--- config.mk ---
export PLATFORM = sky130hd
export DESIGN_NAME = pct_trig
export DESIGN_NICKNAME = d
export VERILOG_FILES = /design/src/rtl/pct_pkg.sv /design/src/rtl/pct_trig.sv
export SDC_FILE = /design/constraint.sdc
export NUM_CORES = 2
export LEC_CHECK = 0
export BUFFER_PORTS_ARGS = -buffer_cell sky130_fd_sc_hd__buf_2
export CORE_ASPECT_RATIO = 1.75
export CORE_MARGIN = 5
export CORE_UTILIZATION = 40
export DETAILED_ROUTE_END_ITERATION = 7
export PLACE_DENSITY_LB_ADDON = 0.3
export SYNTH_ARGS = -nofsm -noshare
export SYNTH_HDL_FRONTEND = slang
export SYNTH_SLANG_ARGS = --single-unit
--- constraint.sdc ---
create_clock -name clk_i -period 15.4 [get_ports clk_i]
set_input_delay 0 -clock clk_i [delete_from_list [all_inputs] [get_ports clk_i]]
set_output_delay 0 -clock clk_i [all_outputs]
set_load 0.02 [all_outputs]
--- src/rtl/pct_pkg.sv ---
// Shared types, widths and constants for the Park/Clarke transform.
// Holds the quarter-wave sine table and the fixed-point scale factors.
// No dependencies.
package pct_pkg;

  localparam int SAMPLE_W   = 16;
  localparam int ANGLE_W    = 9;
  localparam int IDX_W      = 7;
  localparam int TRIG_W     = 17;
  localparam int COEF_W     = 17;
  localparam int CK_W       = 11;
  localparam int SCALE_W    = 28;
  localparam int PROD_W     = 33;
  localparam int OPND_W     = 34;
  localparam int QUOT_W     = 20;
  localparam int SUM_W      = 22;
  localparam int LANES      = 6;
  localparam int TRIG_SHIFT = 15;

  // Divide by 1000: operand magnitude stays below 2**26 on that path.
  localparam int DIV_IN_W   = 27;
  localparam int RCP_SHIFT  = 36;
  localparam int RCP_PROD_W = 54;
  localparam logic [DIV_IN_W-1:0] RCP_1000 = 27'd68719477;

  // Pipeline depths
  localparam int TRIG_LAT   = 5;
  localparam int MUL_LAT    = 1;
  localparam int DIV_LAT    = 3;
  localparam int CTL_DEPTH  = TRIG_LAT + MUL_LAT + DIV_LAT + 1;
  localparam int RES_LAT    = CTL_DEPTH + 1;

  localparam logic [ANGLE_W-1:0] ANGLE_STEPS = 9'd360;
  localparam logic [ANGLE_W-1:0] QUARTER     = 9'd90;
  localparam logic [ANGLE_W-1:0] HALF_TURN   = 9'd180;
  localparam logic [ANGLE_W-1:0] THREE_Q     = 9'd270;

  localparam logic signed [CK_W-1:0] K500 = 11'sd500;
  localparam logic signed [CK_W-1:0] K866 = 11'sd866;
  localparam logic signed [CK_W-1:0] K667 = 11'sd667;
  localparam logic signed [CK_W-1:0] K333 = 11'sd333;
  localparam logic signed [CK_W-1:0] K577 = 11'sd577;

  typedef enum logic {
    OP_FWD = 1'b0,
    OP_INV = 1'b1
  } opcode_e;

  typedef logic signed [SAMPLE_W-1:0] sample_t;
  typedef logic signed [TRIG_W-1:0]   trig_t;
  typedef logic signed [COEF_W-1:0]   coef_t;
  typedef logic signed [PROD_W-1:0]   prod_t;
  typedef logic signed [OPND_W-1:0]   opnd_t;
  typedef logic signed [QUOT_W-1:0]   quot_t;

  typedef struct packed {
    logic    vld;
    opcode_e op;
  } ctl_t;

  typedef struct packed {
    logic [ANGLE_W-1:0] angle;
    sample_t            pa;
    sample_t            pb;
    sample_t            pc;
    sample_t            vd;
    sample_t            vq;
  } pay_t;

  // round(32768 * sin(k deg)), k = 0..90
  localparam logic [SAMPLE_W-1:0] SINE_Q [0:90] = '{
    0, 572, 1144, 1715, 2286, 2856, 3425, 3993, 4560, 5126,
    5690, 6252, 6813, 7371, 7927, 8481, 9032, 9580, 10126, 10668,
    11207, 11743, 12275, 12803, 13328, 13848, 14365, 14876, 15384, 15886,
    16384, 16877, 17364, 17847, 18324, 18795, 19261, 19720, 20174, 20622,
    21063, 21498, 21926, 22348, 22763, 23170, 23571, 23965, 24351, 24730,
    25102, 25466, 25822, 26170, 26510, 26842, 27166, 27482, 27789, 28088,
    28378, 28660, 28932, 29197, 29452, 29698, 29935, 30163, 30382, 30592,
    30792, 30983, 31164, 31336, 31499, 31651, 31795, 31928, 32052, 32166,
    32270, 32365, 32449, 32524, 32588, 32643, 32688, 32723, 32748, 32763,
    32768
  };

endpackage

--- src/rtl/pct_trig.sv ---
// Angle reduction, sine/cosine lookup and lane coefficient generation.
// Five register stages. Depends on pct_pkg.
module pct_trig (
  input  logic                           clk_i,
  input  logic [pct_pkg::ANGLE_W-1:0]    angle_i,
  output pct_pkg::coef_t                 fwd_o [pct_pkg::LANES],
  output pct_pkg::coef_t                 inv_o [pct_pkg::LANES]
);
  import pct_pkg::*;

  logic [ANGLE_W-1:0]        deg_q;
  logic [IDX_W-1:0]          idx_s_q, idx_c_q;
  logic                      neg_s_q, neg_c_q;
  trig_t                     sin_q, cos_q;
  trig_t                     sin4_q, cos4_q;
  logic signed [SCALE_W-1:0] c500_q, c866_q, s500_q, s866_q;
  logic signed [SCALE_W-1:0] c667_q, c333_q, c577_q, s667_q, s333_q, s577_q;
  coef_t                     fwd_q [LANES];
  coef_t                     inv_q [LANES];

  logic [1:0]       quad, quad_c;
  logic [IDX_W-1:0] rem;
  trig_t            mag_s, mag_c;
  coef_t            c5, c8, s5, s8, c667, c333, c577, s667, s333, s577;

  // K * trig / 32768, truncated toward zero
  function automatic coef_t trunc15(input logic signed [SCALE_W-1:0] p);
    logic signed [SCALE_W-1:0]          b;
    logic signed [SCALE_W-TRIG_SHIFT-1:0] r;
    b = p + (p[SCALE_W-1] ? SCALE_W'(32767) : SCALE_W'(0));
    r = $signed(b[SCALE_W-1:TRIG_SHIFT]);
    return COEF_W'(r);
  endfunction

  always_comb begin
    priority if (deg_q < QUARTER) begin
      quad = 2'd0;
      rem  = IDX_W'(deg_q);
    end else if (deg_q < HALF_TURN) begin
      quad = 2'd1;
      rem  = IDX_W'(deg_q - QUARTER);
    end else if (deg_q < THREE_Q) begin
      quad = 2'd2;
      rem  = IDX_W'(deg_q - HALF_TURN);
    end else begin
      quad = 2'd3;
      rem  = IDX_W'(deg_q - THREE_Q);
    end
    quad_c = quad + 2'd1;
  end

  always_comb begin
    mag_s = trig_t'({1'b0, SINE_Q[idx_s_q]});
    mag_c = trig_t'({1'b0, SINE_Q[idx_c_q]});
  end

  always_comb begin
    c5   = trunc15(c500_q);
    c8   = trunc15(c866_q);
    s5   = trunc15(s500_q);
    s8   = trunc15(s866_q);
    c667 = trunc15(c667_q);
    c333 = trunc15(c333_q);
    c577 = trunc15(c577_q);
    s667 = trunc15(s667_q);
    s333 = trunc15(s333_q);
    s577 = trunc15(s577_q);
  end

  always_ff @(posedge clk_i) begin
    deg_q   <= (angle_i >= ANGLE_STEPS) ? angle_i - ANGLE_STEPS : angle_i;

    idx_s_q <= quad[0]   ? IDX_W'(QUARTER) - rem : rem;
    idx_c_q <= quad_c[0] ? IDX_W'(QUARTER) - rem : rem;
    neg_s_q <= quad[1];
    neg_c_q <= quad_c[1];

    sin_q   <= neg_s_q ? -mag_s : mag_s;
    cos_q   <= neg_c_q ? -mag_c : mag_c;

    sin4_q  <= sin_q;
    cos4_q  <= cos_q;
    c500_q  <= cos_q * K500;
    c866_q  <= cos_q * K866;
    s500_q  <= sin_q * K500;
    s866_q  <= sin_q * K866;
    c667_q  <= cos_q * K667;
    c333_q  <= cos_q * K333;
    c577_q  <= cos_q * K577;
    s667_q  <= sin_q * K667;
    s333_q  <= sin_q * K333;
    s577_q  <= sin_q * K577;

    fwd_q[0] <= cos4_q;
    fwd_q[1] <= s8 - c5;
    fwd_q[2] <= -c5 - s8;
    fwd_q[3] <= -sin4_q;
    fwd_q[4] <= s5 + c8;
    fwd_q[5] <= s5 - c8;
    inv_q[0] <= c667;
    inv_q[1] <= -s667;
    inv_q[2] <= s577 - c333;
    inv_q[3] <= s333 + c577;
    inv_q[4] <= -s577 - c333;
    inv_q[5] <= s333 - c577;
  end

  assign fwd_o = fwd_q;
  assign inv_o = inv_q;

endmodule

# Word level (Yosys, flattened, before mapping)
# Memories as Yosys holds them, arrays and structs flattened.
# Index checks and enable logic that the tools add are counted.
dict set report totals {
  input_bits 10
  ff_bits 547
  memories 2
  output_inout_bits 204
  romBits 4096
  wordCells 108
}
# memory depth width rd rd_ports_with_merged_regs wr line
set memory_table {}
lappend memory_table {{(no name shown)} 128 16 1 0 0 pct_trig.sv:54} ;# mag_c = trig_t'({1'b0, SINE_Q[idx_c_q]});
lappend memory_table {{(no name shown)} 128 16 1 0 0 pct_trig.sv:53} ;# mag_s = trig_t'({1'b0, SINE_Q[idx_s_q]});
dict set report classes {
  order_cmp 6
  muxes 25
  mul 10
  bitwise_logic 2
  add_sub_neg 30
}
# op n
set ops {}
lappend ops {{adder 28 x 16 -> 28 bit} 8}
lappend ops {{2-to-1 mux 15 bit} 10}
lappend ops {{multiplier 17 x 11 -> 28 bit (second input constant)} 4}
lappend ops {{multiplier 17 x 10 -> 27 bit (second input constant)} 4}
lappend ops {{2-to-1 mux 16 bit} 6}
lappend ops {{adder 27 x 16 -> 28 bit} 2}
lappend ops {{subtractor 13 x 13 -> 14 bit} 4}
lappend ops {{negator 13 -> 17 bit} 3}
lappend ops {{multiplier 17 x 8 -> 25 bit (second input constant)} 2}
lappend ops {{2-to-1 mux 7 bit} 5}
lappend ops {{negator 16 -> 17 bit} 2}
lappend ops {{subtractor 17 x 13 -> 17 bit} 2}
lappend ops {{adder 13 x 13 -> 14 bit} 2}
lappend ops {{negator 17 bit} 1}
lappend ops {{greater-or-equal comparator 8 bit (second input constant)} 2}
lappend ops {{inverter 7 -> 8 bit} 2}
lappend ops {{greater-or-equal comparator 9 bit (second input constant)} 1}
lappend ops {{< comparator 9 x 7 -> 1 bit (second input constant)} 1}
lappend ops {{< comparator 9 x 8 -> 1 bit (second input constant)} 1}
lappend ops {{< comparator 9 bit (second input constant)} 1}
lappend ops {{2-to-1 mux 9 bit} 1}
lappend ops {{subtractor 9 bit (second input constant)} 1}
lappend ops {{subtractor 7 x 4 -> 7 bit (second input constant)} 1}
lappend ops {{subtractor 7 x 6 -> 7 bit (second input constant)} 1}
lappend ops {{other kinds (5)} 6}

# Logic depth before layout (Yosys ltp)
dict set report depth {
  ltp_word 6
  ltp_mapped 29
  depth_no_buf 29
}

# Least setup slack after synthesis
# No wires, ideal clock.
dict set report synth_path {
  path_type {reg2reg}
  start {register sin_q[16]}
  end {register s667_q[27]}
  path_stages_with_launch 16
  path_slack_ns 9.771
  required_ns 15.328
  t_arrival_ns 5.558
  path_cell_list {dfxtp_1 clkbuf_1 clkbuf_1 inv_1 fa_1 inv_1 ha_1 inv_1 fa_1 inv_1 ha_1 and2_1 a311oi_1 o21ai_0 a21oi_1 xor2_1}
}
dict set report synth_via {
  elab_chain_len 1
}
# element line
set synth_rtl {}
lappend synth_rtl {{start, declared} pct_trig.sv:14} ;# trig_t sin_q, cos_q;
lappend synth_rtl {{start signal, assigned} pct_trig.sv:78} ;# sin_q <= neg_s_q ? -mag_s : mag_s;
lappend synth_rtl {{multiplier 17 x 11 -> 28 bit} pct_trig.sv:90} ;# s667_q <= sin_q * K667;
lappend synth_rtl {{end signal, assigned} pct_trig.sv:90}
lappend synth_rtl {{end, declared} pct_trig.sv:17} ;# logic signed [SCALE_W-1:0] c667_q, c333_q, c577_q, s667_q, s333_q, s577_q;
# Every way passes these cells.
# A chain may end at the register's enable or synchronous reset.

# Final worst setup path
dict set report layout_path {
  start {register cos_q[5]}
  end {register c333_q[25]}
}
dict set report layout_via {
  elab_chain_len 1
}
# element line
set layout_rtl {}
lappend layout_rtl {{start, declared} pct_trig.sv:14}
lappend layout_rtl {{start signal, assigned} pct_trig.sv:79} ;# cos_q <= neg_c_q ? -mag_c : mag_c;
lappend layout_rtl {{multiplier 17 x 10 -> 27 bit} pct_trig.sv:88} ;# c333_q <= cos_q * K333;
lappend layout_rtl {{end signal, assigned} pct_trig.sv:88}
lappend layout_rtl {{end, declared} pct_trig.sv:17}
# Every way passes these cells.

==> metrics.txt <==
1st-iter DRT viols=1656; M3 GR Usage=0.0219; CTS Sinks=506; post-DP HPWL=113 mm; commonest non-fill, non-tap cell in the layout=inv_1; Synth-to-Final Area Change=10.4%; Via density=5.08; Period minus WS final=6450 ps; CTS clock-pin slew for the worst setup and hold paths=70 ps; RSZ-0062 raised after global routing=false; Reg-to-Reg Start=cos_q[5]; first-pass GRT wire length=212 mm; CTS tree=built; R2R setup slack=8950 ps; H-tree Lvls=2; post-synthesis register bit count=506; DRT Wirelength=136 mm; Tcrit/Tclk final=0.419; Post-Syn Nets=6770; Slew @ Worst Pin=1230 ps; RD Place Congestion=0.939; sequential cell area fraction in the yosys report=0.203; worst hold path type=input pin to flop; WP data required=15950 ps; # resized after CTS=0; Register-to-Register Path Depth=21; Worst Skew=46.7 ps; GR peak layer=met2; Crit Path Class=flop to flop; Initial Util=0.402; initial antenna violation count=6; mapped cell area=49800 µm²; DP Area=52800 µm²; Syn Inst Count=5530; nets=6991; Core Area=124000 µm²; Top FF cell, synth=dfxtp_1; met2 Use GR=0.382; most frequent cells in the layout=inv_1 (1024), ha_1 (853), dfxtp_1 (502), xnor2_1 (382), fa_1 (377); number of CTS-inserted buffers=56; Hold Path Sink=deg_q[8]; row cnt=171; syn avg cell area=9.01 µm²; Final Setup Violations=0; Wirelength per Cell=18.3 µm; vias=37802; outcome=finished, final reports clean; relative slew slack=0.172; Die H=477 µm; Boundary Pins=214; Crit Reg-Reg Endpoint=c333_q[25]; synth unique cells=90; crit path DAT=6990 ps; Pins Over Slew Limit=0; die width=277 µm; clk_lat worst skew=680 ps; startpoint types=flop; Post-synth EDFFs=0; yosys warns=0; largest net degree at the start of global routing=94; max-cap violation count=0; hold path cells=4; final hold violations=0; CP Max Fanout=16; post-CTS setup buffer count=0; Port Buffers=213; First-pass DRT Iterations=5; Total GRT Usage=0.201; number of global-route vias before repair=39614; DRC=0; setup TNS=0 ps; Post-CTS Hold Fix Bufs=18; CTS max path bufs=3; number of nets with antenna violations after routing=0; fmax=0.155 GHz; share of layout cells above drive strength 1=0.0761; hold path start=angle_i[7]; Filler Cells Inserted=12085; CTS root buf=clkbuf_16; full die area=132000 µm²; Critical Path End Type=flop; met1 GRT Util=0.215; total grt overflow=0; Finished Cell Area=55000 µm²; Async SR Flop Fraction=0
cell families (layout without fill, tap and decap cells):
family | Yosys count | in the layout | synth area share
adder cells (fa/ha/maj) | 1232 | 1232 | 0.366
multiplexers | 40 | 40 | 0.0122
buffers and inverters | 1147 | 1414 | 0.0891
XOR/XNOR | 560 | 560 | 0.0984
flip-flops | 506 | 506 | 0.203
AO/OA/AOI/OAI | 1032 | 1032 | 0.133
other | 0 | 2 | 0
AND/OR/NAND/NOR | 1013 | 1013 | 0.0979
routing by layer:
| layer | up-vias | share of wire |
|---|---|---|
| li1 | 18670 | - |
| met1 | 18037 | 0.38 |
| met2 | 761 | 0.52 |
| met3 | 334 | 0.034 |
| met4 | 0 | 0.069 |
| met5 | - | 0 |
synthesized netlist by cell type (15+ instances only):
cell type / count / area share
a211oi_1: 39 / 0.0059
a21boi_0: 16 / 0.0024
a21o_1: 113 / 0.017
a21oi_1: 294 / 0.030
a31o_2: 16 / 0.0028
a31oi_1: 42 / 0.0053
and2_1: 31 / 0.0039
and3_1: 42 / 0.0053
buf_2: 20 / 0.0020
buf_4: 26 / 0.0039
clkbuf_1: 59 / 0.0044
dfxtp_1: 506 / 0.20
fa_1: 377 / 0.15
ha_1: 853 / 0.21
inv_1: 1026 / 0.077
mux2i_1: 20 / 0.0040
mux4_2: 16 / 0.0072
nand2_1: 268 / 0.020
nand2b_1: 50 / 0.0063
nand3_1: 99 / 0.0099
nand4_1: 26 / 0.0033
nor2_1: 265 / 0.020
nor2b_1: 47 / 0.0059
nor3_1: 86 / 0.0086
nor4_1: 18 / 0.0023
o211ai_1: 33 / 0.0050
o21a_1: 38 / 0.0057
o21ai_0: 207 / 0.021
o21ai_1: 15 / 0.0015
o21bai_1: 86 / 0.013
xnor2_1: 382 / 0.067
xor2_1: 178 / 0.031
final cells by class:
class                           instances  area [µm²]  share of cell area
Clock buffer                           64        1480              0.0269
Inverter                             1031        3870              0.0704
Timing Repair Buffer                  279        1610              0.0292
Clock inverter                         40         581              0.0106
Multi-Input combinational cell       3877       35300               0.641
Sequential cell                       506       10100               0.184
Antenna cell                            2        5.00           0.0000910
Tap cell                             1643        2060              0.0374
flip-flops by register name, summed over array words and instances, names as in the netlist, 21 cells and up:
register and flops:
fwd_o 91, inv_o 87, c577_q 28, s577_q 28, c667_q 27, s667_q 27
c333_q 25, s333_q 25, c866_q 23, s866_q 23, c500_q 21, s500_q 21
per-stage QoR:
| stage | util | setup WS, ps | hold WS [ps] | std cells |
|---|---|---|---|---|
| finish | 0.444 | 8950 | 211 | 7442 |
| global route | 0.444 | 8480 | 202 | 7442 |
| CTS | 0.444 | 8940 | 167 | 7440 |
| detailed placement | 0.426 | 8960 | 130 | 7318 |
| global placement | 0.426 | 8990 | 122 | 7318 |
| floorplan | - | 9770 | 27.7 | 5530 |
worst max-delay path by stage:
| stage | startpoint | slack, ps | cells past startpoint | end |
|---|---|---|---|---|
| floorplan | sin_q[16] | 9770 | 15 | s667_q[27] |
| global placement | cos_q[5] | 8990 | 21 | c333_q[25] |
| detailed placement | cos_q[5] | 8960 | 21 | c333_q[25] |
| CTS | cos_q[5] | 8940 | 21 | c333_q[25] |
| global route | c333_q[26] | 8480 | 29 | inv_o[30] |
| finish | cos_q[5] | 8950 | 21 | c333_q[25] |
critical path, stage by stage (launching register included):
cell	delay, ps
dfxtp_1	1000
ha_1	490
xnor2_1	340
nor2_1	150
or2_2	340
inv_1	70
fa_1	450
inv_1	90
fa_1	400
inv_1	70
ha_1	250
inv_1	70
o21bai_1	80
a21oi_1	310
o21ai_1	150
a41oi_1	350
nor2b_1	120
o41ai_1	600
o21ai_0	290
o41ai_2	410
mux2i_1	230
nand2_1	60
Power is not shown: default switching activity piles up to over one toggle a cycle in this logic, so the estimate is an artifact.
