`config.mk`:
```
export PLATFORM = sky130hd
export DESIGN_NAME = pct_div_lane
export DESIGN_NICKNAME = d
export VERILOG_FILES = /design/src/rtl/pct_pkg.sv /design/src/rtl/pct_div_lane.sv
export SDC_FILE = /design/constraint.sdc
export NUM_CORES = 1
export LEC_CHECK = 0
export ABC_AREA = 1
export BUFFER_PORTS_ARGS = -buffer_cell sky130_fd_sc_hd__buf_2
export CORE_ASPECT_RATIO = 0.5
export CORE_UTILIZATION = 40
export DETAILED_ROUTE_END_ITERATION = 10
export MAX_ROUTING_LAYER = met4
export SLEW_MARGIN = 20
export SYNTH_ARGS = -nofsm -noshare
export SYNTH_HDL_FRONTEND = slang
export SYNTH_SLANG_ARGS = --single-unit
export TNS_END_PERCENT = 5
```
`constraint.sdc`:
```
create_clock -name clk_i -period 4.84 [get_ports clk_i]
set_input_delay 0.968 -clock clk_i [delete_from_list [all_inputs] [get_ports clk_i]]
set_output_delay 0.968 -clock clk_i [all_outputs]
set_load 0.01 [all_outputs]
```
`src/rtl/pct_pkg.sv`:
```
// Shared types, widths and constants for the Park/Clarke transform.
// Holds the quarter-wave sine table and the fixed-point scale factors.
// No dependencies.
package pct_pkg;

  localparam int SAMPLE_W   = 16;
  localparam int ANGLE_W    = 9;
  localparam int IDX_W      = 7;
  localparam int TRIG_W     = 17;
  localparam int COEF_W     = 17;
  localparam int CK_W       = 11;
  localparam int SCALE_W    = 28;
  localparam int PROD_W     = 33;
  localparam int OPND_W     = 34;
  localparam int QUOT_W     = 20;
  localparam int SUM_W      = 22;
  localparam int LANES      = 6;
  localparam int TRIG_SHIFT = 15;

  // Divide by 1000: operand magnitude stays below 2**26 on that path.
  localparam int DIV_IN_W   = 27;
  localparam int RCP_SHIFT  = 36;
  localparam int RCP_PROD_W = 54;
  localparam logic [DIV_IN_W-1:0] RCP_1000 = 27'd68719477;

  // Pipeline depths
  localparam int TRIG_LAT   = 5;
  localparam int MUL_LAT    = 1;
  localparam int DIV_LAT    = 3;
  localparam int CTL_DEPTH  = TRIG_LAT + MUL_LAT + DIV_LAT + 1;
  localparam int RES_LAT    = CTL_DEPTH + 1;

  localparam logic [ANGLE_W-1:0] ANGLE_STEPS = 9'd360;
  localparam logic [ANGLE_W-1:0] QUARTER     = 9'd90;
  localparam logic [ANGLE_W-1:0] HALF_TURN   = 9'd180;
  localparam logic [ANGLE_W-1:0] THREE_Q     = 9'd270;

  localparam logic signed [CK_W-1:0] K500 = 11'sd500;
  localparam logic signed [CK_W-1:0] K866 = 11'sd866;
  localparam logic signed [CK_W-1:0] K667 = 11'sd667;
  localparam logic signed [CK_W-1:0] K333 = 11'sd333;
  localparam logic signed [CK_W-1:0] K577 = 11'sd577;

  typedef enum logic {
    OP_FWD = 1'b0,
    OP_INV = 1'b1
  } opcode_e;

  typedef logic signed [SAMPLE_W-1:0] sample_t;
  typedef logic signed [TRIG_W-1:0]   trig_t;
  typedef logic signed [COEF_W-1:0]   coef_t;
  typedef logic signed [PROD_W-1:0]   prod_t;
  typedef logic signed [OPND_W-1:0]   opnd_t;
  typedef logic signed [QUOT_W-1:0]   quot_t;

  typedef struct packed {
    logic    vld;
    opcode_e op;
  } ctl_t;

  typedef struct packed {
    logic [ANGLE_W-1:0] angle;
    sample_t            pa;
    sample_t            pb;
    sample_t            pc;
    sample_t            vd;
    sample_t            vq;
  } pay_t;

  // round(32768 * sin(k deg)), k = 0..90
  localparam logic [SAMPLE_W-1:0] SINE_Q [0:90] = '{
    0, 572, 1144, 1715, 2286, 2856, 3425, 3993, 4560, 5126,
    5690, 6252, 6813, 7371, 7927, 8481, 9032, 9580, 10126, 10668,
    11207, 11743, 12275, 12803, 13328, 13848, 14365, 14876, 15384, 15886,
    16384, 16877, 17364, 17847, 18324, 18795, 19261, 19720, 20174, 20622,
    21063, 21498, 21926, 22348, 22763, 23170, 23571, 23965, 24351, 24730,
    25102, 25466, 25822, 26170, 26510, 26842, 27166, 27482, 27789, 28088,
    28378, 28660, 28932, 29197, 29452, 29698, 29935, 30163, 30382, 30592,
    30792, 30983, 31164, 31336, 31499, 31651, 31795, 31928, 32052, 32166,
    32270, 32365, 32449, 32524, 32588, 32643, 32688, 32723, 32748, 32763,
    32768
  };

endpackage

```
`src/rtl/pct_div_lane.sv`:
```
// Truncating divide by 32768 (shift) or 1000 (reciprocal multiply).
// Three register stages: magnitude, divide, sign restore. Depends on pct_pkg.
module pct_div_lane (
  input  logic           clk_i,
  input  pct_pkg::opnd_t opnd_i,
  input  logic           pow2_i,
  output pct_pkg::quot_t quot_o
);
  import pct_pkg::*;

  logic                           neg_a_q, pow2_a_q;
  logic [OPND_W-1:0]              mag_a_q;
  logic                           neg_b_q, pow2_b_q;
  logic [OPND_W-TRIG_SHIFT-1:0]   shq_b_q;
  logic [RCP_PROD_W-1:0]          prd_b_q;
  quot_t                          quot_q;
  logic [QUOT_W-1:0]              qmag;

  always_comb begin
    qmag = pow2_b_q ? QUOT_W'(shq_b_q) : QUOT_W'(prd_b_q[RCP_PROD_W-1:RCP_SHIFT]);
  end

  always_ff @(posedge clk_i) begin
    neg_a_q  <= opnd_i[OPND_W-1];
    pow2_a_q <= pow2_i;
    mag_a_q  <= opnd_i[OPND_W-1] ? OPND_W'(-opnd_i) : OPND_W'(opnd_i);

    neg_b_q  <= neg_a_q;
    pow2_b_q <= pow2_a_q;
    shq_b_q  <= mag_a_q[OPND_W-1:TRIG_SHIFT];
    prd_b_q  <= mag_a_q[DIV_IN_W-1:0] * RCP_1000;

    quot_q   <= neg_b_q ? -quot_t'(qmag) : quot_t'(qmag);
  end

  assign quot_o = quot_q;

endmodule

```
# == Yosys cells after proc, flatten, opt, wreduce, memory -nomap -nowiden ==
# Cells that the tools add are included.
# op_classes
addsub,2
n_mul,1
mux,3
# op_table
cell,n
$mul A27 B27 Y54 const B,1
$neg A34 Y34,1
$mux W33,1
$mux W20,1
$neg A19 Y20,1
$mux W19,1
# word_totals
regBits,131
out_inout_bits,20
word_cells,15

# == Depth between registers and ports, before layout ==
# Gate-level depths: netlist of the first run.
# logic_depth
ltp_word,3
mapped_depth,25

# == Worst setup path after synthesis of the first run ==
# OpenSTA, ideal clock, no wires.
# synth_timing
path_kind,flip-flop to flip-flop
from,register mag_a_q[25]
to,register prd_b_q[45]
setup_ns,0.113
t_arrival_ns,4.961
t_required_ns,4.727
slack_ns,-0.234
path_stages_with_launch,22
path_buffers,0
synth_period_minus_slack_ns,5.074
cell_sequence,dfxtp_1 > inv_1 > ha_1 > fa_1 > inv_1 > ha_1 > fa_1 > fa_1 > fa_1 > inv_1 > fa_1 > inv_1 > ha_1 > nand2_1 > nor2_1 > inv_1 > nor2_1 > nand2_1 > nor2_1 > nand3_1 > nand4_1 > nand2_1
# synth_between
elab_chain_len,1
# synth_lines
element,line,text
from (decl),pct_div_lane.sv:12,logic [OPND_W-1:0] mag_a_q;
from (signal assigned),pct_div_lane.sv:26,mag_a_q <= opnd_i[OPND_W-1] ? OPND_W'(-opnd_i) : OPND_W'(opnd_i);
$mul A27 B27 Y54,pct_div_lane.sv:31,prd_b_q <= mag_a_q[DIV_IN_W-1:0] * RCP_1000;
to (signal assigned),pct_div_lane.sv:31,
to (decl),pct_div_lane.sv:15,logic [RCP_PROD_W-1:0] prd_b_q;
# Every way passes these cells.
# A chain may end at the register's enable or synchronous reset.

# == Worst setup path in the final report of the first run ==
# layout_timing
from,register mag_a_q[16]
to,register prd_b_q[40]
# The elaborated chain is that of the path after synthesis.

==> summary.txt, run 1 <==
Outcome
  • Status: complete, but fails checks
  • Failing checks: negative setup slack

Logic synthesis
  • Synth warnings: 0
  • Ys flop type: dfxtp_1
  • Post-synthesis sequential area ratio: 12.1%
  • Synth unique cells: 41
  • Async SR Flop Fraction: 0%
  • Post-synthesis cell count: 1,917
  • FF+latch count, synth: 95
  • Avg Cell Area, Syn: 8.20 µm²
  • Net Count, Synth: 2,465
  • Post-synth EDFFs: 0
  • Cell Area, Synth: 15,700 µm²

Global routing
  • GR Layer Usage met1: 38.2%
  • Number of global-route vias before repair: 12.8k
  • Largest net degree at the start of global routing: 31
  • Global-route layer with the greatest usage: met1
  • Initial antenna violation count: 0
  • Wire length of the first global-routing pass: 74,100 µm
  • GR Layer Usage met3: 6.09%
  • All-layer global routing usage: 26.0%
  • Grt ovf: 0
  • M2 GR Usage: 35.6%

Place
  • Placer Congestion: 0.989
  • Cell Area, Placed: 17,900 µm²
  • Placed cells: 2,657
  • Post-DP HPWL: 43,100 µm
  • # port buffers: 55

Floorplanning
  • Die Height: 142 µm
  • Core box area: 38,000 µm²
  • Die Area: 40,100 µm²
  • # IOs: 56
  • Die Wd: 282 µm
  • Std-Cell Rows: 50
  • Starting Density: 41.3%

Clocking
  • Clock Path Buffers: 2
  • CTS tree: yes
  • CTS buffer count: 9
  • Root Buffer: clkbuf_16
  • Clock transition at the registers of the reported paths: 0.08 ns
  • Skew-Pair Late Insertion Delay: 0.39 ns
  • Total clock sinks: 95
  • H-tree level count: 3

Detailed routing
  • Vias per cell: 4.79
  • Routed Antenna Nets: 0
  • # DRC: 0
  • Via count: 12.9k
  • Wire per inst: 18.1 µm
  • Final wirelength: 49,000 µm
  • DR pass1 iterations: 5
  • Initial DRC Count: 801

Worst setup path
  • CP cell instances: buf_4, ha_4, fa_1, ha_4, fa_1, fa_1, fa_1, inv_1, fa_1, inv_1, ha_4, nand2_2, inv_1, a21oi_4, buf_4, nand2_1, o21bai_1, nand2_1, nand3_1, nand2_1, nand2_1
  • Critical path required time: 5.13 ns
  • Critical path class: flip-flop to flip-flop
  • CP dominant cell by count: fa_1
  • Crit path launch type: flip-flop
  • Crit path max-delay cell type: fa_1
  • Critical Path Sink Type: flip-flop
  • Crit Path Max Fanout: 6
  • CP peak stage delay: 0.56 ns
  • Critical path arrival: 5.40 ns

Timing
  • Crit path time final: 5.11 ns
  • Final worst slack: -0.270 ns
  • Fmax: 196 MHz
  • Final Setup Violations: 18
  • RSZ-0062 raised after global routing: yes
  • Slew headroom: 53.2%
  • Tightest Pin Transition: 0.702 ns
  • Setup Skew: 0.0199 ns
  • Fin crit share: 106%
  • Slew Viols, Final: 0
  • Endpoints failing hold: 0

Final layout
  • Share of layout cells above drive strength 1: 24.3%
  • Layout Area Growth over Synthesis: 26.5%
  • Post-route insts no fill: 2,702
  • Final nets: 2,724
  • Post-route cell area: 19,900 µm²

Worst hold path
  • Hold Path Class: flip-flop to flip-flop

Job
  • Maxcap violations: 0
## metrics by stage
| step | TNS (ns) | setup slack, ns | hold slack [ns] | util [%] |
|---|---|---|---|---|
| finish | -3.10 | -0.270 | 0.329 | 52.3 |
| detailed placement | -9.29 | -0.683 | 0.315 | 47.2 |
| global placement | -7.96 | -0.620 | 0.312 | 47.2 |
| CTS | -3.76 | -0.248 | 0.332 | 50.7 |
| global route | -6.33 | -0.375 | 0.333 | 52.2 |
| floorplan | 0 | 0.00105 | 0.310 | - |
## Yosys cell counts, drive strengths merged (4+ instances only)
library cell | number | share of area [%]
nor3 | 20 | 0.70
nand3 | 64 | 2.1
clkbuf | 4 | 0.096
and2 | 4 | 0.17
xor2 | 37 | 2.1
o21ai | 65 | 2.2
o21a | 4 | 0.19
o21bai | 9 | 0.43
a21oi | 69 | 2.2
nand2 | 303 | 7.3
xnor2 | 6 | 0.33
or2 | 4 | 0.16
inv | 543 | 13
fa | 225 | 29
nand4 | 28 | 1.2
dfxtp | 95 | 12
buf | 6 | 0.38
ha | 287 | 23
nor2 | 129 | 3.2
## layer usage
metal / wire (µm) / vias to the layer above
li1: - / 6365
met1: 25000 / 6206
met2: 19800 / 336
met3: 3480 / 40
met4: 776 / 0
met5: 0 / -
## timing repair
action | 4_1_cts | 5_1_grt
pin swaps | 71 | 75
hold buffers | 0 | 0
endpoints found under the setup margin | 18 | 18
buffers inserted | 18 | 11
gates resized for setup | 185 | 110
## layout by cell type (no fill, tap or decap), drive strengths merged, types with 4 or more instances in the layout
cell type	netlist	layout
a21oi	69	69
dfxtp	95	95
nand4	28	28
xor2	37	37
nor2	129	129
o21bai	9	9
clkbuf	4	9
fa	225	225
buf	6	258
or2	4	4
xnor2	6	6
nor3	20	20
clkinv	0	4
nand3	64	64
o21ai	65	65
ha	287	287
o21a	4	4
and2	4	4
nand2	303	303
inv	543	546
## sequential cells by signal, indices dropped and copies added, names as in the netlist
| register | cells |
|---|---|
| quot_o | 20 |
| mag_a_q | 34 |
| shq_b_q | 19 |
| neg_a_q | 1 |
| pow2_b_q | 1 |
| neg_b_q | 1 |
| prd_b_q | 18 |
| pow2_a_q | 1 |
## layout make-up
type | instances | area [µm²]
Antenna cell | 1 | 2.50
Clock buffer | 9 | 225
Clock inverter | 7 | 86.3
Fill cell | 3588 | 18200
Inverter | 543 | 2040
Multi-Input combinational cell | 1269 | 13000
Sequential cell | 95 | 1970
Tap cell | 520 | 651
Timing Repair Buffer | 258 | 1850
## worst paths after layout
| check | start | to | slack [ns] | cells after the start |
|---|---|---|---|---|
| setup / recovery | mag_a_q[16] | prd_b_q[40] | -0.27 | 21 |
| hold reg to reg | pow2_a_q | pow2_b_q | 0.33 | 0 |
| hold / removal | pow2_a_q | pow2_b_q | 0.33 | 0 |
| setup reg to reg | mag_a_q[16] | prd_b_q[40] | -0.27 | 21 |
## kinds of logic after synthesis
group | count (synthesis) | share of synthesized area (%)
buf+inv | 553 | 13.5
fa+ha+maj | 512 | 51.5
compound gates | 156 | 5.48
xor+xnor | 43 | 2.40
simple gates | 558 | 15.0
flops | 95 | 12.1
## critical path, delay by kind of cell, from the launching register on
family                     cells  cell delay (ns)
DFF                            1             0.39
buffers and inverters          5             0.49
and+or+nand+nor                6             0.53
AOI/OAI and AO/OA              2             0.37
adders and majority gates      8             3.26
Power of run 1 is not shown: default switching activity piles up to over one toggle a cycle in this logic, so the estimate is an artifact.
==> inputs of run 2 (changes only) <==
--- a/config.mk
+++ b/config.mk
@@ -9,8 +9,8 @@
 export BUFFER_PORTS_ARGS = -buffer_cell sky130_fd_sc_hd__buf_2
 export CORE_ASPECT_RATIO = 0.5
 export CORE_UTILIZATION = 40
+export CTS_CLUSTER_DIAMETER = 50
 export DETAILED_ROUTE_END_ITERATION = 10
-export MAX_ROUTING_LAYER = met4
 export SLEW_MARGIN = 20
 export SYNTH_ARGS = -nofsm -noshare
 export SYNTH_HDL_FRONTEND = slang
==> run 2 against run 1 <==
  * The run still ends with negative setup slack left
  * Wire length increased by 1.3%
  * Hold slack better by 0.0017 ns
  * Sequential cell count unchanged
  * Core utilization increased by 1.1 points
  * Critical path depth is 1 lower
  * Register-to-register slack better by 0.09 ns
  * Die area is the same
  * Cell area rose by 2.1%
  * Clock skew increased by 0.0043 ns
==> summary.txt, run 2 (synthesized netlist as in run 1, its figures left out) <==
Worst setup path
  • Critical Path Sink Type: flip-flop
  • Reg2reg start: mag_a_q[15]
  • Critical path required time: 5.12 ns
  • Reg-to-reg endpoint: prd_b_q[37]
  • Crit path launch type: flip-flop
  • Origin of the worst setup path: mag_a_q[15]
  • R2R setup slack: -0.18 ns
  • Crit Path Max Fanout: 5
  • Critical path arrival: 5.29 ns
  • Worst r2r path cells: 20
  • Critical path class: flip-flop to flip-flop

Timing
  • Fmax: 199 MHz
  • Final worst slack: -0.175 ns
  • Tightest Pin Transition: 0.704 ns
  • Crit path time final: 5.02 ns
  • Endpoints failing hold: 0
  • Slew Viols, Final: 0
  • Setup Skew: 0.0242 ns
  • Final Setup Violations: 18
  • Worst hold-check slack: 0.331 ns
  • RSZ-0062 raised after global routing: yes
  • Slew headroom: 53.0%
  • Fin crit share: 104%

Floorplanning
  • Die Wd: 282 µm
  • Starting Density: 41.3%
  • Die Area: 40,100 µm²
  • Std-Cell Rows: 50
  • Die Height: 142 µm
  • # IOs: 56
  • Core box area: 38,000 µm²

Clocking
  • Root Buffer: clkbuf_16
  • Clock Path Buffers: 2
  • Skew-Pair Late Insertion Delay: 0.39 ns
  • Clock transition at the registers of the reported paths: 0.08 ns
  • CTS buffer count: 9
  • H-tree level count: 3
  • Quantity of hold-fixing buffers added after cts: 0
  • CTS tree: yes
  • Total clock sinks: 95

Place
  • # port buffers: 55
  • Post-DP HPWL: 42,800 µm
  • Placer Congestion: 0.959

Final layout
  • FILL cells: 3,530
  • Most frequent cells in the layout: inv_1, nand2_1, ha_1, fa_1, buf_4
  • Register area: 1970 µm²
  • # diodes: 0
  • Share of layout cells above drive strength 1: 27.3%
  • Final nets: 2,724
  • Commonest non-fill, non-tap cell in the layout: inv_1
  • Register with the most flip-flops: mag_a_q
  • Largest register FFs: 34
  • Multi-input gate area: 13,400 µm²
  • Layout Area Growth over Synthesis: 29.1%

Global routing
  • Initial antenna violation count: 1
  • All-layer global routing usage: 25.7%
  • Wire length of the first global-routing pass: 76,100 µm
  • Largest net degree at the start of global routing: 31
  • Grt ovf: 0
  • Number of global-route vias before repair: 13.3k

Outcome
  • Status: complete, but fails checks
  • Failing checks: negative setup slack

Detailed routing
  • Wire per inst: 18.4 µm
  • Via count: 13.0k
  • Initial DRC Count: 773
  • Routed Antenna Nets: 0
  • Final wirelength: 49,600 µm
  • # DRC: 0
  • Vias per cell: 4.81
  • DR pass1 iterations: 7

Job
  • Maxcap violations: 0

Worst hold path
  • Worst hold start: pow2_a_q
  • Hold path depth: 0
  • Hold Path Class: flip-flop to flip-flop
  • WHS Endpoint: pow2_b_q
==> run 2: cell count changes in the layout (fill, tap and decap cells not counted), sizes merged <==
cell,previous run,this run
clkbuf,9,10
inv,546,547
clkinv,4,2
diode,1,0
==> run 2: how the worst max path moves through the flow <==
| stage | slack [ns] | to | cells after the start |
|---|---|---|---|
| after floorplan | 0.001 | prd_b_q[52] | 22 |
| after global placement | -0.62 | prd_b_q[53] | 18 |
| after detailed placement | -0.65 | prd_b_q[50] | 18 |
| after CTS | -0.08 | prd_b_q[53] | 19 |
| after global routing | -0.31 | prd_b_q[45] | 23 |
| final | -0.18 | prd_b_q[37] | 20 |
==> run 2: routing by layer <==
layer | part of all wire (%) | wire (µm) | vias up | GRT usage [%]
met2 | 42 | 20900 | 343 | 38.3
li1 | - | - | 6376 | -
met3 | 8.2 | 4080 | 45 | 6.93
met4 | 1.3 | 665 | 0 | 4.61
met5 | 0 | 0 | - | 0
met1 | 48 | 24000 | 6232 | 37.2
==> run 2: timing repair <==
item | 4_1_cts | 5_1_grt
setup endpoints to repair | 18 | 18
cloned | 0 | 0
setup buffers | 23 | 6
pin swaps | 187 | 44
resized for setup | 351 | 42
==> run 2: layout make-up <==
class | instances | area share [%]
Clock inverter | 6 | 0.308
Tap cell | 520 | 3.21
Timing Repair Buffer | 258 | 9.36
Sequential cell | 95 | 9.72
Inverter | 543 | 10.1
Clock buffer | 10 | 1.18
Multi-Input combinational cell | 1269 | 66.2
==> run 2: through the flow <==
step	util (%)	cells	area, µm²	setup WS, ns	setup TNS [ns]
finish	53.3	2701	20300	-0.175	-2.33
global route	53.3	2701	20300	-0.310	-5.14
CTS	52.8	2695	20100	-0.0802	-0.974
detailed placement	47.1	2656	17900	-0.649	-9.16
global placement	47.1	2656	17900	-0.621	-8.84
floorplan	-	1917	15800	0.00105	0
==> run 2: worst max-delay path, stage by stage (launching register included) <==
cell and delay [ns]:
dfxtp_4 0.38, buf_4 0.15, ha_4 0.26, fa_1 0.57
inv_1 0.08, fa_1 0.51, inv_1 0.05, fa_1 0.45
fa_1 0.51, inv_1 0.06, fa_2 0.61, inv_2 0.06
ha_4 0.31, nand2_2 0.11, nor4_2 0.29, buf_4 0.17
nand2_1 0.05, nand2_1 0.06, nand2_1 0.08, nand3_1 0.10
nand2_1 0.05
Power of run 2 is left out for the same reason.
