==> src/rtl/pct_pkg.sv <==
// Shared types, widths and constants for the Park/Clarke transform.
// Holds the quarter-wave sine table and the fixed-point scale factors.
// No dependencies.
package pct_pkg;

  localparam int SAMPLE_W   = 16;
  localparam int ANGLE_W    = 9;
  localparam int IDX_W      = 7;
  localparam int TRIG_W     = 17;
  localparam int COEF_W     = 17;
  localparam int CK_W       = 11;
  localparam int SCALE_W    = 28;
  localparam int PROD_W     = 33;
  localparam int OPND_W     = 34;
  localparam int QUOT_W     = 20;
  localparam int SUM_W      = 22;
  localparam int LANES      = 6;
  localparam int TRIG_SHIFT = 15;

  // Divide by 1000: operand magnitude stays below 2**26 on that path.
  localparam int DIV_IN_W   = 27;
  localparam int RCP_SHIFT  = 36;
  localparam int RCP_PROD_W = 54;
  localparam logic [DIV_IN_W-1:0] RCP_1000 = 27'd68719477;

  // Pipeline depths
  localparam int TRIG_LAT   = 5;
  localparam int MUL_LAT    = 1;
  localparam int DIV_LAT    = 3;
  localparam int CTL_DEPTH  = TRIG_LAT + MUL_LAT + DIV_LAT + 1;
  localparam int RES_LAT    = CTL_DEPTH + 1;

  localparam logic [ANGLE_W-1:0] ANGLE_STEPS = 9'd360;
  localparam logic [ANGLE_W-1:0] QUARTER     = 9'd90;
  localparam logic [ANGLE_W-1:0] HALF_TURN   = 9'd180;
  localparam logic [ANGLE_W-1:0] THREE_Q     = 9'd270;

  localparam logic signed [CK_W-1:0] K500 = 11'sd500;
  localparam logic signed [CK_W-1:0] K866 = 11'sd866;
  localparam logic signed [CK_W-1:0] K667 = 11'sd667;
  localparam logic signed [CK_W-1:0] K333 = 11'sd333;
  localparam logic signed [CK_W-1:0] K577 = 11'sd577;

  typedef enum logic {
    OP_FWD = 1'b0,
    OP_INV = 1'b1
  } opcode_e;

  typedef logic signed [SAMPLE_W-1:0] sample_t;
  typedef logic signed [TRIG_W-1:0]   trig_t;
  typedef logic signed [COEF_W-1:0]   coef_t;
  typedef logic signed [PROD_W-1:0]   prod_t;
  typedef logic signed [OPND_W-1:0]   opnd_t;
  typedef logic signed [QUOT_W-1:0]   quot_t;

  typedef struct packed {
    logic    vld;
    opcode_e op;
  } ctl_t;

  typedef struct packed {
    logic [ANGLE_W-1:0] angle;
    sample_t            pa;
    sample_t            pb;
    sample_t            pc;
    sample_t            vd;
    sample_t            vq;
  } pay_t;

  // round(32768 * sin(k deg)), k = 0..90
  localparam logic [SAMPLE_W-1:0] SINE_Q [0:90] = '{
    0, 572, 1144, 1715, 2286, 2856, 3425, 3993, 4560, 5126,
    5690, 6252, 6813, 7371, 7927, 8481, 9032, 9580, 10126, 10668,
    11207, 11743, 12275, 12803, 13328, 13848, 14365, 14876, 15384, 15886,
    16384, 16877, 17364, 17847, 18324, 18795, 19261, 19720, 20174, 20622,
    21063, 21498, 21926, 22348, 22763, 23170, 23571, 23965, 24351, 24730,
    25102, 25466, 25822, 26170, 26510, 26842, 27166, 27482, 27789, 28088,
    28378, 28660, 28932, 29197, 29452, 29698, 29935, 30163, 30382, 30592,
    30792, 30983, 31164, 31336, 31499, 31651, 31795, 31928, 32052, 32166,
    32270, 32365, 32449, 32524, 32588, 32643, 32688, 32723, 32748, 32763,
    32768
  };

endpackage

==> src/rtl/pct_merge.sv <==
// Merges lane quotients into d/q or a/b/c, saturates, drives the result beat.
// Depends on pct_pkg.
module pct_merge (
  input  logic             clk_i,
  input  logic             rst_ni,
  input  pct_pkg::ctl_t    ctl_i,
  input  pct_pkg::quot_t   quot_i [pct_pkg::LANES],
  output logic             res_valid_o,
  output pct_pkg::sample_t out_d_o,
  output pct_pkg::sample_t out_q_o,
  output pct_pkg::sample_t out_a_o,
  output pct_pkg::sample_t out_b_o,
  output pct_pkg::sample_t out_c_o
);
  import pct_pkg::*;

  localparam logic signed [SUM_W-1:0] SAT_MAX = 22'sd32767;
  localparam logic signed [SUM_W-1:0] SAT_MIN = -22'sd32768;

  logic                     res_valid_q;
  sample_t                  d_q, q_q, a_q, b_q, c_q;
  logic signed [SUM_W-1:0]  sum_d, sum_q;

  function automatic sample_t sat16(input logic signed [SUM_W-1:0] v);
    if (v > SAT_MAX) return SAMPLE_W'(SAT_MAX);
    if (v < SAT_MIN) return SAMPLE_W'(SAT_MIN);
    return SAMPLE_W'(v);
  endfunction

  always_comb begin
    sum_d = SUM_W'(quot_i[0]) + SUM_W'(quot_i[1]) + SUM_W'(quot_i[2]);
    sum_q = SUM_W'(quot_i[3]) + SUM_W'(quot_i[4]) + SUM_W'(quot_i[5]);
  end

  always_ff @(posedge clk_i or negedge rst_ni) begin
    if (!rst_ni) begin
      res_valid_q <= 1'b0;
    end else begin
      res_valid_q <= ctl_i.vld;
    end
  end

  always_ff @(posedge clk_i) begin
    unique case (ctl_i.op)
      OP_FWD: begin
        d_q <= sat16(sum_d);
        q_q <= sat16(sum_q);
        a_q <= '0;
        b_q <= '0;
        c_q <= '0;
      end
      OP_INV: begin
        d_q <= '0;
        q_q <= '0;
        a_q <= sat16(SUM_W'(quot_i[0]));
        b_q <= sat16(SUM_W'(quot_i[2]));
        c_q <= sat16(SUM_W'(quot_i[4]));
      end
      default: begin
        d_q <= '0;
        q_q <= '0;
        a_q <= '0;
        b_q <= '0;
        c_q <= '0;
      end
    endcase
  end

  assign res_valid_o = res_valid_q;
  assign out_d_o     = d_q;
  assign out_q_o     = q_q;
  assign out_a_o     = a_q;
  assign out_b_o     = b_q;
  assign out_c_o     = c_q;

endmodule

==> config.mk <==
export PLATFORM = sky130hd
export DESIGN_NAME = pct_merge
export DESIGN_NICKNAME = d
export VERILOG_FILES = /design/src/rtl/pct_pkg.sv /design/src/rtl/pct_merge.sv
export SDC_FILE = /design/constraint.sdc
export NUM_CORES = 1
export LEC_CHECK = 0
export BUFFER_PORTS_ARGS = -buffer_cell sky130_fd_sc_hd__buf_2
export CORE_MARGIN = 8
export CORE_UTILIZATION = 50
export DETAILED_ROUTE_END_ITERATION = 7
export PLACE_DENSITY_LB_ADDON = 0.25
export SLEW_MARGIN = 20
export SYNTH_ARGS = -nofsm -noshare
export SYNTH_HDL_FRONTEND = slang
export SYNTH_SLANG_ARGS = --single-unit
==> constraint.sdc <==
create_clock -name clk_i -period 1.6 [get_ports clk_i]
set_clock_uncertainty 0.2 [all_clocks]
set_input_delay 0.24 -clock clk_i [delete_from_list [all_inputs] [get_ports clk_i]]
set_output_delay 0.24 -clock clk_i [all_outputs]
set_load 0.02 [all_outputs]
======== Word level (Yosys, flattened, before mapping) ========
Cells that the tools add are included.
word-level totals
  register bits ........................... 81
  output and inout port bits .............. 81
operators by class
  $add $sub $neg .......................... 4
  bitwise logic cells ..................... 1
  muxes and demuxes ....................... 50
  order comparisons ....................... 10
operator list
  kind                  count
  $mux 16               20
  $pmux 16 s2           5
  $gt 20x16->1 const B  3
  $lt 20x16->1 const B  3
  $add 21x20->22        2
  $gt 22x16->1 const B  2
  $lt 22x16->1 const B  2
  $add 20x20->21        2
  $mux 1                25
  $not 1->1             1

======== Depth between registers and ports, before layout ========
Gate-level depths: netlist of the first run.
  depth in word-level cells ............... 10
  mapped depth ............................ 16

======== Least setup slack after synthesis of the first run ========
OpenSTA, ideal clock, no wires.
  path type ............................... in2reg
  start point ............................. input quot_i[61] in the netlist's numbering
  end point ............................... register d_q[10] (netlist: out_d_o[10])
  setup slack ............................. -1889 ps
  arrival ................................. 3175 ps
  cell stages on the path ................. 16
  setup time .............................. 114 ps
  cell sequence ........................... inv_1 -> fa_1 -> inv_1 -> ha_1 -> inv_1 -> fa_1 -> nand2b_1 -> a21oi_1 -> o31ai_1 -> o311ai_0 -> a21oi_1 -> xor2_1 -> nand3_1 -> o31a_1 -> buf_6 -> a21o_1
between the ends
  cells in the longest elaborated chain, start to end .. 8
  elaborated cells on any way between the ends .. 12
ends and longest elaborated chain
  element                 line             source
  start: declaration      pct_merge.sv:7   input pct_pkg::quot_t quot_i [pct_pkg::LANES],
  $add 21x20->22 (*)      pct_merge.sv:31  sum_d = SUM_W'(quot_i[0]) + SUM_W'(quot_i[1]) + SUM_W'(quot_i[2]);
  $lt 22x16->1            pct_merge.sv:26  if (v < SAT_MIN) return SAMPLE_W'(SAT_MIN);
  $mux 1 (2 in a row)     pct_merge.sv:26
  $mux 1                  pct_merge.sv:44  unique case (ctl_i.op)
  $mux 16                 pct_merge.sv:27  return SAMPLE_W'(v);
  $mux 16 (*)             pct_merge.sv:26
  $pmux 16 s2 (*)         pct_merge.sv:44
  end signal: assignment  pct_merge.sv:46  d_q <= sat16(sum_d);
  end: declaration        pct_merge.sv:21  sample_t d_q, q_q, a_q, b_q, c_q;
Mark *: on every way between the ends. The rest lies on a longest branch, timed or not. The select of a mux whose other input is x is not followed.

======== Worst setup path after layout of the first run ========
  start point ............................. input quot_i[3] in the netlist's numbering
  end point ............................... register q_q[2] (netlist: out_q_o[2])
between the ends
  cells in the longest elaborated chain, start to end .. 8
  elaborated cells on any way between the ends .. 12
ends and longest elaborated chain
  element                 line             source
  $add 21x20->22 (*)      pct_merge.sv:32  sum_q = SUM_W'(quot_i[3]) + SUM_W'(quot_i[4]) + SUM_W'(quot_i[5]);
  $lt 22x16->1            pct_merge.sv:26
  $mux 1 (2 in a row)     pct_merge.sv:26
  $mux 1                  pct_merge.sv:44
  $mux 16                 pct_merge.sv:27
  $mux 16 (*)             pct_merge.sv:26
  $pmux 16 s2 (*)         pct_merge.sv:44
  end signal: assignment  pct_merge.sv:47  q_q <= sat16(sum_q);
  end: declaration        pct_merge.sv:21
Marks and branches as above.

==> flow_summary.ini, run 1 <==
[routing]
drc = 0
wl_per_cell_um = 17.6
wirelength_um = 17900
vias = 5369
dr.pass1.iters = 4
via_per_inst = 5.26
postRouteAntennaNets = 0
drtIter0Drc = 305
dr_wl_met2_um = 9140
dr.max_layer_used = met5
wl_met3_um = 1080
met1Wirelength_um = 7180

[cells_and_area]
final_nets = 1086
drive_above_1_share = 0.471
postLayoutCellArea_um2 = 8370
antennaDiodeCount = 0
fill_cells = 594
area_delta_synth_final_pct = 62.6

[timing]
worst_slack_ns = -1.68
fin_crit_ns = 3.28
setup_viol = 32
grt_setup_unrepaired = true
slew_headroom = 0.495
max_slew.worst_pin.slew_ns = 0.756
maxSlewViolCount = 0
hold_violations = 0
min_period_over_period = 2.05
tns_ns = -50.69
fmax_ghz = 0.305

[setup_path]
required_ns = 1.64
crit_arrival_ns = 3.33
end_kind = register
path_class = in2reg
crit_path_max_fanout = 7
startpoint_type = primary input

[synthesis]
postSynthNetCount = 712
synth_edf_count = 0
syn_inst = 506
synthTopCellsByArea = dfxtp_1 31%, fa_1 16%, ha_1 9.7%
synth_area_um2 = 5150
yosys.cell_types.count = 53
synth_ff_type = dfxtp_1
post-synth-top-area-fraction = 0.311
yosys.area.top_type = dfxtp_1
ys_ff_latch = 81
postSynth.asyncResetShare = 0.0123
synth_seq_area_share = 0.316
yosys_warnings = 0
syn_area_per_cell_um2 = 10.2

[power_and_ir_drop]
power.density_nw_per_um2 = 1100
vdd_drop_max_mv = 0.589
p_leak_nw = 4.06

[status]
violations = setup timing
outcome = finished with violations

[global_routing]
grt_max_degree = 16
grt_usage = 0.246
antenna_found_initial = 1
grt_overflow = 0
grt_pass1_wl_um = 28400
grt_pass1_vias = 5930

[place]
placedInstanceArea_um2 = 7250
hpwlAfterDp_um = 12400
finalWeightedCongestion = 0.941
port_buffers = 204

[clocking]
numCtsBuffers = 9
htreeDepth = 3
cts_tree = built
clock-sinks = 81
clk_pin_slew_worst_paths_ns = 0.08
cts_max_path_buffers = 2
cts_root_buf = clkbuf_8

[hold_path]
worstHoldStart = quot_i[119]
holdPathStages = 3
holdCritPathClass = in2reg
min_to = out_a_o[15]$_SDFF_PN0_

[die]
design.core.area_um2 = 10200
die_x_um = 117
initial_core_util = 0.506
io_pins = 205
dieArea_um2 = 13800
die_h_um = 117
row_count = 37

[flow_run]
drv_cap = 0
## critical path, cell delays in order
cell	delay, ns
buf_2	0.11
fa_1	0.54
ha_4	0.33
o21ai_1	0.11
o211ai_2	0.20
nand3_2	0.16
o311ai_4	0.34
o21ai_1	0.15
a311oi_2	0.35
nand3_2	0.14
o41ai_4	0.32
buf_4	0.24
o21ai_1	0.08
## synth_stat cells, drive strengths merged, types with 4 or more instances
cell     n
a211oi   5
a21o    21
a21oi   42
a31oi    5
and2     4
buf      6
clkbuf   8
dfxtp   80
fa      42
ha      40
inv     23
nand2   29
nand2b   9
nand3   10
nand4    5
nor2    17
nor3     4
o211ai   7
o21a    47
o21ai   33
xnor2   17
xor2    14
## layer usage
metal / vias to the layer above / global-route usage
met1: 2560 / 0.288
li1: 2559 / -
met2: 211 / 0.428
met5: - / 0
met4: 2 / 0.0881
met3: 37 / 0.0614
## registers in the layout, summed over array words and instances, names as in the netlist
signal	flops
out_q_o	16
res_valid_o	1
out_a_o	16
out_b_o	16
out_c_o	16
out_d_o	16
## repair_timing
action,in CTS,in global routing
setup endpoints to repair,32,32
setup buffers,4,8
gates cloned,2,1
resized for setup,39,31
hold buffers,44,1
pin swaps,28,20
hold endpoints to repair,44,1
## cell families (layout without fill, tap and decap cells)
group           count (synthesis)  after routing  share of synthesized area
compound gates                184            186                      0.253
simple gates                   91             91                     0.0877
fa+ha+maj                      82             82                      0.260
flops                          81             81                      0.316
buf+inv                        37            414                     0.0306
xor+xnor                       31             31                     0.0527
## final cells by class
| type | instances | area, µm² | share of cell area |
|---|---|---|---|
| clock inverter | 5 | 61.3 | 0.00732 |
| inverter | 23 | 104 | 0.0124 |
| multi-input combinational | 390 | 3770 | 0.450 |
| clock buffer | 11 | 141 | 0.0169 |
| sequential | 81 | 1630 | 0.194 |
| tap | 136 | 170 | 0.0203 |
| timing repair buffer | 375 | 2500 | 0.299 |
## worst max-delay path by stage
stage,start,endpoint,slack (ns)
final,quot_i[3],out_q_o[2]$_SDFF_PP0_,-1.68
after global routing,quot_i[21],out_q_o[2]$_SDFF_PP0_,-1.81
after floorplan,quot_i[1],out_q_o[11]$_SDFF_PP0_,-1.71
after CTS,quot_i[81],out_d_o[3]$_SDFF_PP0_,-1.60
after global placement,quot_i[101],out_d_o[3]$_SDFF_PP0_,-2.07
after detailed placement,quot_i[101],out_d_o[7]$_SDFF_PP0_,-2.21
## power breakdown
part / total [mW] / switching (mW) / internal, mW
registers: 2.50 / 0.120 / 2.38
logic: 5.19 / 2.77 / 2.42
clock network: 1.56 / 0.782 / 0.776
## layout by cell type (no fill, tap or decap), drive strengths merged, types with 3 or more instances in the layout
master       synthesis  routed
nand2               29      29
a211oi               5       5
dlygate4sd3          0      45
o21bai               3       3
nand2b               9       9
xor2                14      14
nor4                 3       3
a21oi               42      42
nor2b                3       3
inv                 23      25
a31oi                5       5
a21boi               3       3
nor3                 4       4
and2                 4       4
o31ai                3       3
nand4                5       5
fa                  42      42
nand3               10      10
nor2                17      17
o21ai               33      33
buf                  6     330
a31o                 3       3
dfxtp               80      80
clkbuf               8      11
o21a                47      47
o211ai               7       7
and3                 3       3
ha                  40      40
xnor2               17      17
a21o                21      21
## through the flow
stage               std cells  worst slack, ns  utilization  power [mW]  hold WS [ns]
global route             1021            -1.81        0.822        9.80        0.0329
CTS                      1012            -1.60        0.799        8.91        -0.113
detailed placement        947            -2.21        0.712        6.97        -0.183
global placement          947            -2.07        0.712        6.85        -0.185
finish                   1021            -1.68        0.822        9.25        0.0236
floorplan                 506            -1.71            -        5.15        -0.256
Power figures use the tool's default switching activity.
==> inputs of run 2 (changes only) <==
- ABC_AREA: unset -> 1
==> flow_summary.ini, run 2 <==
[timing]
fin_crit_ns = 2.72
slew_headroom = 0.662
min_period_over_period = 1.70
fin_hold_ws_ns = 0.0123
grt_setup_unrepaired = true
tns_ns = -33.75
fmax_ghz = 0.367
setup_viol = 32
hold_violations = 0
worst_slack_ns = -1.12
max_slew.worst_pin.slew_ns = 0.507
maxSlewViolCount = 0

[synthesis]
yosys_warnings = 0
syn_area_per_cell_um2 = 7.43
yosys.area.top_type = dfxtp_1
synth_ff_type = dfxtp_1
synth_edf_count = 0
synth_common_cells = 207 x nand2_1, 107 x nor2_1, 99 x inv_1
synthTopCellsByArea = dfxtp_1 27%, fa_1 14%, nand2_1 13%
synth_area_um2 = 5950
ys_ff_latch = 81
post-synth-top-area-fraction = 0.269
synth_seq_area_share = 0.273
postSynthNetCount = 1007
syn_inst = 801
yosysMostFrequentCell = nand2_1
postSynth.asyncResetShare = 0.0123
yosys.cell_types.count = 36

[die]
initial_core_util = 0.504
dieArea_um2 = 15600
design.core.area_um2 = 11800
die_h_um = 125
die_x_um = 125
io_pins = 205
row_count = 40

[global_routing]
grt_overflow = 0
grt_pass1_vias = 6760
antenna_found_initial = 0
grt_max_degree = 31
grt_pass1_wl_um = 32200
grt_usage = 0.250

[hold_path]
holdPathStages = 4
worstHoldStart = quot_i[103]
holdCritPathClass = in2reg
min_to = out_a_o[3]$_SDFF_PN0_

[setup_path]
crit_arrival_ns = 2.77
crit_path_max_fanout = 6
required_ns = 1.65
startpoint_type = primary input
startpoint = quot_i[63]
path_class = in2reg
end_kind = register

[clocking]
clk_pin_slew_worst_paths_ns = 0.06
cts_tree = built
htreeDepth = 3
cts_max_path_buffers = 2
numCtsBuffers = 9
cts_root_buf = clkbuf_16
clock-sinks = 81

[routing]
drc = 0
postRouteAntennaNets = 0
via_per_inst = 5.09
vias = 6831
wirelength_um = 21200
drtIter0Drc = 478
dr.pass1.iters = 5
wl_per_cell_um = 15.8

[flow_run]
drv_cap = 0

[power_and_ir_drop]
p_leak_nw = 4.99
power.density_nw_per_um2 = 1220
vdd_drop_max_mv = 0.518
power_mw = 11.8

[cells_and_area]
fill_cells = 750
area_delta_synth_final_pct = 62.4
final_common_cell = buf_2
final_nets = 1395
antennaDiodeCount = 0
regArea_um2 = 1630
fin_cells = 1341
layout_common_cells = 199 x buf_2, 158 x nand2_1, 137 x buf_4, 96 x nor2_1, 85 x inv_1
multi_input_area_um2 = 4520
drive_above_1_share = 0.447

[status]
violations = setup timing
outcome = finished with violations

[place]
finalWeightedCongestion = 0.892
port_buffers = 204
pre_cts_ws_ns = -1.52
hpwlAfterDp_um = 14100
placed_cells = 1254
==> run 2: timing repair <==
action	4_1_cts	5_1_grt
cloned	4	0
resized for setup	75	66
endpoints found under the setup margin	32	32
hold buffers	40	0
pin swaps	25	19
hold endpoints to repair	39	0
setup buffers	23	4
==> run 2: per-layer routing <==
metal  share of wire  global-route usage  vias to the layer above
li1                -                   -                     3315
met1            0.42               0.309                     3178
met2            0.48               0.412                      289
met3           0.072              0.0616                       49
met4           0.028              0.0953                        0
met5               0                   0                        -
==> run 2: power by group <==
part           total [mW]  switching, mW  internal [mW]
logic                7.05           3.92           3.13
registers            2.47          0.101           2.37
clock network        2.24          0.929           1.31
total                11.8           4.95           6.81
==> run 2: kinds of logic after synthesis <==
family          synth area share
buf+inv                   0.0776
simple gates               0.285
xor+xnor                  0.0381
flops                      0.273
compound gates             0.101
fa+ha+maj                  0.225
==> run 2: critical path: stages <==
cell,delay [ns]
buf_2,0.12
fa_1,0.47
ha_1,0.40
buf_4,0.18
nand3_2,0.08
nand3_4,0.08
nand2_2,0.08
nand2_2,0.07
nand2_2,0.07
nand3b_1,0.15
buf_4,0.17
buf_4,0.12
buf_4,0.12
buf_4,0.12
buf_4,0.12
a21oi_2,0.12
nor2_2,0.05
==> run 2: area by class of cell <==
cell class / instances / area share
Clock buffer: 13 / 0.0269
Inverter: 100 / 0.0404
Timing Repair Buffer: 389 / 0.272
Multi-Input combinational cell: 608 / 0.468
Clock inverter: 3 / 0.00492
Tap cell: 147 / 0.0190
Sequential cell: 81 / 0.168
==> run 2: per-stage QoR <==
step                       util  area [µm²]
after global placement    0.682        8050
final                     0.818        9660
after floorplan               -        6040
after detailed placement  0.682        8050
after CTS                 0.789        9320
after global routing      0.818        9660
==> run 2: how the worst max path moves through the flow <==
stage	to
after floorplan	out_d_o[10]$_SDFF_PP0_
after global placement	out_d_o[11]$_SDFF_PP0_
after detailed placement	out_d_o[13]$_SDFF_PP0_
after CTS	out_d_o[3]$_SDFF_PP0_
after global routing	out_d_o[8]$_SDFF_PP0_
final	out_d_o[15]$_SDFF_PP0_
